$ cat src/hdl/cdpc_pkg.sv
// Shared constants, types and address helpers for the clock digit pixel compositor.
package cdpc_pkg;

    // Glyph geometry
    localparam int GLYPH_W    = 5;
    localparam int GLYPH_H    = 9;
    localparam int NUM_GLYPHS = 10;
    localparam int NUM_CELLS  = 6;

    // Field widths
    localparam int PIX_W   = 4;
    localparam int DIGIT_W = 4;
    localparam int ROW_W   = 5;
    localparam int COL_W   = 7;
    localparam int TIME_W  = 7;

    // Store geometry
    localparam int STORE_DEPTH = NUM_GLYPHS * GLYPH_W * GLYPH_H;
    localparam int ADDR_W      = (STORE_DEPTH > 1) ? $clog2(STORE_DEPTH) : 1;

    // Clock image geometry
    localparam int IMAGE_W    = 6 * GLYPH_W + 9;
    localparam int COLON_COL0 = 2 * GLYPH_W + 2;
    localparam int COLON_COL1 = 4 * GLYPH_W + 6;
    localparam int COLON_ROW0 = GLYPH_H / 3;
    localparam int COLON_ROW1 = (2 * GLYPH_H) / 3;
    localparam logic [PIX_W-1:0] COLON_VALUE = PIX_W'(15);

    // First column of each digit cell
    localparam int CELL_START [NUM_CELLS] = '{
        0, GLYPH_W + 1, 2 * GLYPH_W + 4, 3 * GLYPH_W + 5, 4 * GLYPH_W + 8, 5 * GLYPH_W + 9
    };

    // Item kinds
    typedef enum logic {
        CMD_WRITE  = 1'b0,
        CMD_RENDER = 1'b1
    } cmd_t;

    // Decode result handed from the decoder to the pipeline
    typedef struct packed {
        logic              we;
        logic              use_glyph;
        logic [ADDR_W-1:0] addr;
        logic [PIX_W-1:0]  fixed_pix;
        logic              in_range;
    } dec_t;

    // Linear store address of one glyph pixel
    function automatic logic [ADDR_W-1:0] glyph_addr(
        input logic [DIGIT_W-1:0] dig,
        input logic [ROW_W-1:0]   r,
        input logic [COL_W-1:0]   c
    );
        int lin;
        lin = (int'(dig) * GLYPH_H + int'(r)) * GLYPH_W + int'(c);
        return ADDR_W'(lin);
    endfunction

endpackage

$ cat src/hdl/cdpc_glyph_ram.sv
// Single-port glyph store with registered read data.
module cdpc_glyph_ram (
    input  logic                         aclk,
    input  logic                         we,
    input  logic                         re,
    input  logic [cdpc_pkg::ADDR_W-1:0]  addr,
    input  logic [cdpc_pkg::PIX_W-1:0]   wdata,
    output logic [cdpc_pkg::PIX_W-1:0]   rdata
);

    logic [cdpc_pkg::PIX_W-1:0] mem [cdpc_pkg::STORE_DEPTH];
    logic [cdpc_pkg::PIX_W-1:0] rdata_reg;

    // Write one glyph pixel
    always_ff @(posedge aclk) begin
        if (we) begin
            mem[addr] <= wdata;
        end
    end

    // Read and hold until the next read
    always_ff @(posedge aclk) begin
        if (re) begin
            rdata_reg <= mem[addr];
        end
    end

    assign rdata = rdata_reg;

endmodule

$ cat src/hdl/cdpc_decode.sv
// Decodes one item into a store access and the fixed pixel value for it.
module cdpc_decode (
    input  logic                         cmd,
    input  logic [cdpc_pkg::DIGIT_W-1:0] digit,
    input  logic [cdpc_pkg::ROW_W-1:0]   row,
    input  logic [cdpc_pkg::COL_W-1:0]   col,
    input  logic [cdpc_pkg::TIME_W-1:0]  hours,
    input  logic [cdpc_pkg::TIME_W-1:0]  minutes,
    input  logic [cdpc_pkg::TIME_W-1:0]  seconds,
    output cdpc_pkg::dec_t               dec
);

    // Tens digit by reciprocal multiply: exact for every 7-bit input, 0 to 127
    function automatic logic [cdpc_pkg::DIGIT_W-1:0] tens_of(
        input logic [cdpc_pkg::TIME_W-1:0] v
    );
        logic [15:0] p;
        p = 16'(v) * 16'd205;
        return p[14:11];
    endfunction

    function automatic logic [cdpc_pkg::DIGIT_W-1:0] units_of(
        input logic [cdpc_pkg::TIME_W-1:0] v
    );
        logic [cdpc_pkg::TIME_W-1:0] t10;
        t10 = cdpc_pkg::TIME_W'(tens_of(v)) * cdpc_pkg::TIME_W'(10);
        return cdpc_pkg::DIGIT_W'(v - t10);
    endfunction

    logic [cdpc_pkg::DIGIT_W-1:0] digs [cdpc_pkg::NUM_CELLS];
    logic                         is_write;
    logic                         row_ok;
    logic                         wr_ok;
    logic                         rd_ok;
    logic                         hit;
    logic                         colon_col;
    logic                         colon_row;
    logic [cdpc_pkg::DIGIT_W-1:0] cell_dig;
    logic [cdpc_pkg::COL_W-1:0]   cell_col;
    logic [cdpc_pkg::DIGIT_W-1:0] sel_dig;
    logic [cdpc_pkg::COL_W-1:0]   sel_col;

    // Split the time values into six digits
    always_comb begin
        digs[0] = tens_of(hours);
        digs[1] = units_of(hours);
        digs[2] = tens_of(minutes);
        digs[3] = units_of(minutes);
        digs[4] = tens_of(seconds);
        digs[5] = units_of(seconds);
    end

    // Find the digit cell that holds the column
    always_comb begin
        hit      = 1'b0;
        cell_dig = '0;
        cell_col = '0;
        for (int k = 0; k < cdpc_pkg::NUM_CELLS; k++) begin
            if (int'(col) >= cdpc_pkg::CELL_START[k] &&
                int'(col) < cdpc_pkg::CELL_START[k] + cdpc_pkg::GLYPH_W) begin
                hit      = 1'b1;
                cell_dig = digs[k];
                cell_col = cdpc_pkg::COL_W'(int'(col) - cdpc_pkg::CELL_START[k]);
            end
        end
    end

    // Bounds, colon and store access
    always_comb begin
        is_write  = (cdpc_pkg::cmd_t'(cmd) == cdpc_pkg::CMD_WRITE);
        row_ok    = int'(row) < cdpc_pkg::GLYPH_H;
        wr_ok     = (int'(digit) < cdpc_pkg::NUM_GLYPHS) && row_ok &&
                    (int'(col) < cdpc_pkg::GLYPH_W);
        rd_ok     = row_ok && (int'(col) < cdpc_pkg::IMAGE_W);
        colon_col = (int'(col) == cdpc_pkg::COLON_COL0) ||
                    (int'(col) == cdpc_pkg::COLON_COL1);
        colon_row = (int'(row) == cdpc_pkg::COLON_ROW0) ||
                    (int'(row) == cdpc_pkg::COLON_ROW1);
        sel_dig   = is_write ? digit : cell_dig;
        sel_col   = is_write ? col : cell_col;

        dec.we        = is_write && wr_ok;
        dec.use_glyph = !is_write && rd_ok && hit &&
                        (int'(cell_dig) < cdpc_pkg::NUM_GLYPHS);
        dec.addr      = cdpc_pkg::glyph_addr(sel_dig, row, sel_col);
        dec.fixed_pix = (!is_write && rd_ok && colon_col && colon_row) ?
                        cdpc_pkg::COLON_VALUE : '0;
        dec.in_range  = is_write ? wr_ok : rd_ok;
    end

endmodule

$ cat src/hdl/clock_digit_pixel_compositor.sv
// Top level of the clock digit pixel compositor: handshake, pipeline and result register.
//
// Usage:
//   The s_ channel takes items. s_tuser is the kind: 0 writes one glyph pixel
//   (digit, row, col, pixel_value), 1 renders one pixel of the HH:MM:SS image
//   (row, col, hours, minutes, seconds). Every item gives exactly one result
//   on the m_ channel: m_tdata holds the pixel, m_tuser says whether the
//   coordinate lay inside the glyph (write) or the image (render).
//   Fill each glyph entry before rendering a pixel that uses it.
//   An accepted item passes the read stage, then the result register that drives m_tvalid.
//   Throughput is one item per cycle while the receiver does not stall, set by the
//   single glyph store port that serves one read or one write per item.
//   Reset (aresetn low, synchronous) empties the pipeline and drops m_tvalid;
//   the glyph store keeps its contents and needs no clearing pass.
//   When the receiver stalls, the result register holds its item, the read
//   stage fills behind it, and s_tready falls only once both are occupied.
module clock_digit_pixel_compositor (
    input  logic        aclk,
    input  logic        aresetn,
    input  logic        s_tvalid,
    output logic        s_tready,
    // digit[3:0], row[8:4], col[15:9], pixel_value[19:16], hours[26:20],
    // minutes[33:27], seconds[40:34], zero[47:41]
    input  logic [47:0] s_tdata,
    // cmd[0]
    input  logic        s_tuser,
    output logic        m_tvalid,
    input  logic        m_tready,
    // pixel[3:0], zero[7:4]
    output logic [7:0]  m_tdata,
    // in_range[0]
    output logic        m_tuser
);

    cdpc_pkg::dec_t                dec;
    logic                          accept;
    logic                          a_adv;
    logic [cdpc_pkg::PIX_W-1:0]    rdata;

    logic                          a_valid_reg, a_valid_next;
    logic                          a_use_reg;
    logic [cdpc_pkg::PIX_W-1:0]    a_fix_reg;
    logic                          a_range_reg;

    logic                          m_valid_reg, m_valid_next;
    logic [cdpc_pkg::PIX_W-1:0]    m_pix_reg;
    logic                          m_range_reg;

    // Decode the incoming item
    cdpc_decode u_decode (
        .cmd     (s_tuser),
        .digit   (s_tdata[3:0]),
        .row     (s_tdata[8:4]),
        .col     (s_tdata[15:9]),
        .hours   (s_tdata[26:20]),
        .minutes (s_tdata[33:27]),
        .seconds (s_tdata[40:34]),
        .dec     (dec)
    );

    // Handshake: read stage advances when the result register is free or taken
    assign a_adv    = !m_valid_reg || m_tready;
    assign s_tready = !a_valid_reg || a_adv;
    assign accept   = s_tvalid && s_tready;

    // Glyph store access on accept
    cdpc_glyph_ram u_glyph_ram (
        .aclk  (aclk),
        .we    (accept && dec.we),
        .re    (accept && dec.use_glyph),
        .addr  (dec.addr),
        .wdata (s_tdata[19:16]),
        .rdata (rdata)
    );

    // Next valid flags
    always_comb begin
        if (accept) begin
            a_valid_next = 1'b1;
        end else if (a_adv) begin
            a_valid_next = 1'b0;
        end else begin
            a_valid_next = a_valid_reg;
        end
        m_valid_next = a_adv ? a_valid_reg : m_valid_reg;
    end

    always_ff @(posedge aclk) begin
        if (!aresetn) begin
            a_valid_reg <= 1'b0;
            m_valid_reg <= 1'b0;
        end else begin
            a_valid_reg <= a_valid_next;
            m_valid_reg <= m_valid_next;
        end
    end

    // Capture read stage control alongside the store read
    always_ff @(posedge aclk) begin
        if (accept) begin
            a_use_reg   <= dec.use_glyph;
            a_fix_reg   <= dec.fixed_pix;
            a_range_reg <= dec.in_range;
        end
    end

    // Load the result register
    always_ff @(posedge aclk) begin
        if (a_adv && a_valid_reg) begin
            m_pix_reg   <= a_use_reg ? rdata : a_fix_reg;
            m_range_reg <= a_range_reg;
        end
    end

    assign m_tvalid = m_valid_reg;
    assign m_tdata  = {4'b0000, m_pix_reg};
    assign m_tuser  = m_range_reg;

endmodule

$ cat config.mk
export PLATFORM = sky130hd
export DESIGN_NAME = clock_digit_pixel_compositor
export DESIGN_NICKNAME = d
export VERILOG_FILES = /design/src/hdl/cdpc_pkg.sv /design/src/hdl/cdpc_glyph_ram.sv /design/src/hdl/cdpc_decode.sv /design/src/hdl/clock_digit_pixel_compositor.sv
export SDC_FILE = /design/constraint.sdc
export NUM_CORES = 2
export LEC_CHECK = 0
export BUFFER_PORTS_ARGS = -buffer_cell sky130_fd_sc_hd__buf_2
export CAP_MARGIN = 5
export CORE_AREA = 2 2 459 461
export CTS_BUF_LIST = sky130_fd_sc_hd__clkbuf_4 sky130_fd_sc_hd__clkbuf_8
export DETAILED_ROUTE_END_ITERATION = 6
export DIE_AREA = 0 0 461 463
export GPL_ROUTABILITY_DRIVEN = 0
export PLACE_DENSITY = 0.5
export SYNTH_ARGS = -nofsm -noshare
export SYNTH_HDL_FRONTEND = slang
export SYNTH_SLANG_ARGS = --single-unit
$ cat constraint.sdc
create_clock -name aclk -period 13.2 [get_ports aclk]
set_clock_uncertainty 0.1 [all_clocks]
set_input_delay 1.98 -clock aclk [delete_from_list [all_inputs] [get_ports aclk]]
set_output_delay 1.98 -clock aclk [all_outputs]
set_load 0.05 [all_outputs]
==> results.py <==
metrics = {
    "outcome": {
        "status": "finished clean",
    },
    "floorplanning": {
        "die_h_um": 463,
        "start_util_pct": 36.8,
        "core_um2": 209000,
        "ios": 64,
        "rows": 168,
        "die_x_um": 461,
        "dieArea_um2": 213000,
    },
    "worst_setup_path": {
        "crit_family": "adder cells",
        "r2r_end": "u_glyph_ram.mem[61][2]$_DFFE_PP_",
        "worstSetupPathType": "in -> reg",
        "timing.rr.start": "m_tvalid$_SDFFE_PN0P_",
        "critPathMaxFanout": 48,
        "critPathMaxStageDelay_ps": 540,
        "required_ps": 13690,
        "cp_num_buf_inv": 7,
        "endpoint_kind": "register",
        "cp_common_cell": "ha_1",
        "crit_slowest_cell": "nand2b_2",
        "cp.arrival_ps": 12770,
        "cp-start-kind": "input pin",
        "r2r_cells": 9,
        "timing.reg2reg.setup_slack_ps": 8690,
    },
    "cells_and_area": {
        "finalNonFillerCells": 7292,
        "fillers": 18700,
        "largest_reg_flops": 1800,
        "layout_common_cells": "1,812 x edfxtp_1, 555 x mux4_2, 503 x nor2_1, 329 x clkbuf_8, 183 x nand2_1",
        "area_growth_pct": 12.8,
        "drive_gt1_share_pct": 27.2,
        "final_nets": 4489,
        "seq_area_um2": 54500,
        "multi_input_area_um2": 21000,
        "final_common_cell": "edfxtp_1",
    },
    "clocking": {
        "htreeDepth": 5,
        "cts.reportedPaths.clkPinSlew_ps": 60,
        "cts.sinks": 1814,
        "ctsHoldBuffers": 0,
        "cts_made_buffers": 325,
        "max-clock-path-buffers": 4,
        "cts_tree": "done",
        "cts_setup_buffers": 0,
        "ctsResizeCount": 0,
        "clkLatencyLatePin_ps": 1010,
        "cts_root_buf": "clkbuf_8",
    },
    "global_routing": {
        "grt_pass1_vias": 40600,
        "globalRouteOverflowTotal": 0,
        "grt_max_degree": 183,
        "grt_pass1_wl_um": 285000,
        "grtUsageTotal_pct": 18.4,
        "antenna_found_initial": 7,
    },
    "pwr": {
        "power_leakage_nw": 27.5,
        "ir_drop_mv": 0.462,
        "power.density_nw_per_um2": 238,
        "power_mw": 20.6,
    },
    "hold_path": {
        "worstHoldStart": "a_range_reg$_DFFE_PP_",
        "holdPathEnd": "m_tuser$_DFFE_PP_",
        "hold_depth": 0,
        "hold_class": "reg -> reg",
    },
    "route": {
        "first_pass_iters": 6,
        "drtAntennaViolNets": 0,
        "routedWlPerCell_um": 27.0,
        "routed_wl_um": 197000,
        "drcViolationCount": 0,
        "routed_via_density": 5.29,
        "drtIter0Drc": 3635,
        "num_vias": 38600,
    },
    "synth": {
        "syn_area_um2": 76800,
        "netlist_instances": 3984,
        "synth-edff-count": 1812,
        "seq_area_frac_synth_pct": 70.9,
        "yosys_register_bits": 1814,
        "synthDistinctLibCells": 80,
        "ys_warn_count": 0,
        "synth_ff_type": "edfxtp_1",
        "async_flop_share_pct": 0,
        "synth.avg_cell_area_um2": 19.3,
    },
    "timing": {
        "period_share_pct": 93.0,
        "tightest_slew_ps": 1300,
        "hold_slack_ps": 328,
        "rsz0062_at_grt": "no",
        "maxSlewHeadroom_pct": 12.7,
        "setup_viol": 0,
        "timing_hold_violations_final": 0,
        "fin_tns_setup_ps": 0,
        "clock.fmax_mhz": 81.5,
        "slew_violations": 0,
        "min_period_ps": 12270,
    },
    "flow_run": {
        "drv_cap": 0,
    },
    "placement": {
        "placed_cells": 6741,
        "hpwl_um": 124000,
        "portBuffers": 52,
    },
}
==> final cells by class <==
type / instances / area share, %
Antenna cell: 7 / 0.0202
Clock inverter: 134 / 0.987
Multi-Input combinational cell: 1865 / 24.2
Tap cell: 2805 / 4.05
Inverter: 96 / 0.416
Clock buffer: 410 / 5.93
Sequential cell: 1814 / 62.9
Timing Repair Buffer: 161 / 1.51
==> cell usage after synthesis (8+ instances only) <==
library cell / number / area share (%)
buf_6: 21 / 0.31
o211ai_1: 8 / 0.078
a21oi_1: 50 / 0.33
and2_1: 20 / 0.16
buf_1: 18 / 0.088
buf_2: 78 / 0.51
nand2b_1: 11 / 0.090
mux2i_1: 44 / 0.57
nor2_1: 507 / 2.5
o21ai_0: 49 / 0.32
nor2b_1: 15 / 0.12
a221oi_1: 8 / 0.091
a211oi_1: 19 / 0.19
ha_1: 140 / 2.3
mux4_2: 555 / 16
a21o_1: 10 / 0.098
nor3_1: 21 / 0.14
edfxtp_1: 1812 / 71
nand2_1: 183 / 0.89
xor2_1: 15 / 0.17
nand3_1: 23 / 0.15
clkbuf_1: 81 / 0.40
inv_1: 96 / 0.47
fa_1: 33 / 0.86
a22o_1: 8 / 0.091
buf_4: 13 / 0.13
xnor2_1: 27 / 0.31
==> kinds of logic (layout without fill, tap and decap cells) <==
group / after synthesis / count (layout) / synth area share, %
adder cells (fa/ha/maj): 173 / 173 / 3.14
other: 1 / 11 / 0.00489
multiplexers: 606 / 606 / 17.0
buffers and inverters: 308 / 801 / 1.92
AND/OR/NAND/NOR: 823 / 823 / 4.55
AO/OA/AOI/OAI: 216 / 216 / 1.97
flip-flops: 1814 / 1814 / 70.9
XOR/XNOR: 43 / 43 / 0.509
==> power by group <==
| group | switching, mW | internal (mW) |
|---|---|---|
| Combinational | 6.01 | 3.19 |
| Sequential | 0.000798 | 6.37 |
| Clock | 2.28 | 2.73 |
==> through the flow <==
stage	util [%]	cell area [um2]	setup WS [ps]
5_1_grt	41.5	86600	350
2_1_floorplan	-	76800	1540
6_report	41.5	86600	927
3_5_place_dp	38.6	80600	3.25
4_1_cts	41.5	86600	1090
3_3_place_gp	38.6	80600	113
==> how the worst max path moves through the flow <==
stage	startpoint	to	slack, ps	cells after the start
2_1_floorplan	s_tdata[31]	u_glyph_ram.mem[448][0]$_DFFE_PP_	1540	42
3_3_place_gp	s_tdata[31]	u_glyph_ram.mem[305][1]$_DFFE_PP_	110	42
3_5_place_dp	s_tdata[30]	u_glyph_ram.mem[300][2]$_DFFE_PP_	3	42
4_1_cts	s_tdata[30]	u_glyph_ram.mem[293][1]$_DFFE_PP_	1090	42
5_1_grt	s_tdata[24]	u_glyph_ram.mem[293][1]$_DFFE_PP_	350	43
6_report	s_tdata[30]	u_glyph_ram.mem[293][1]$_DFFE_PP_	930	42
==> layer usage <==
layer	part of all wire, %	GRT usage [%]	up-vias
li1	-	-	16700
met1	43	25.1	20400
met3	5.4	3.44	318
met2	49	30.2	1168
met4	2.3	5.23	0
met5	0	0	-
(Power assumes the default switching activity.)
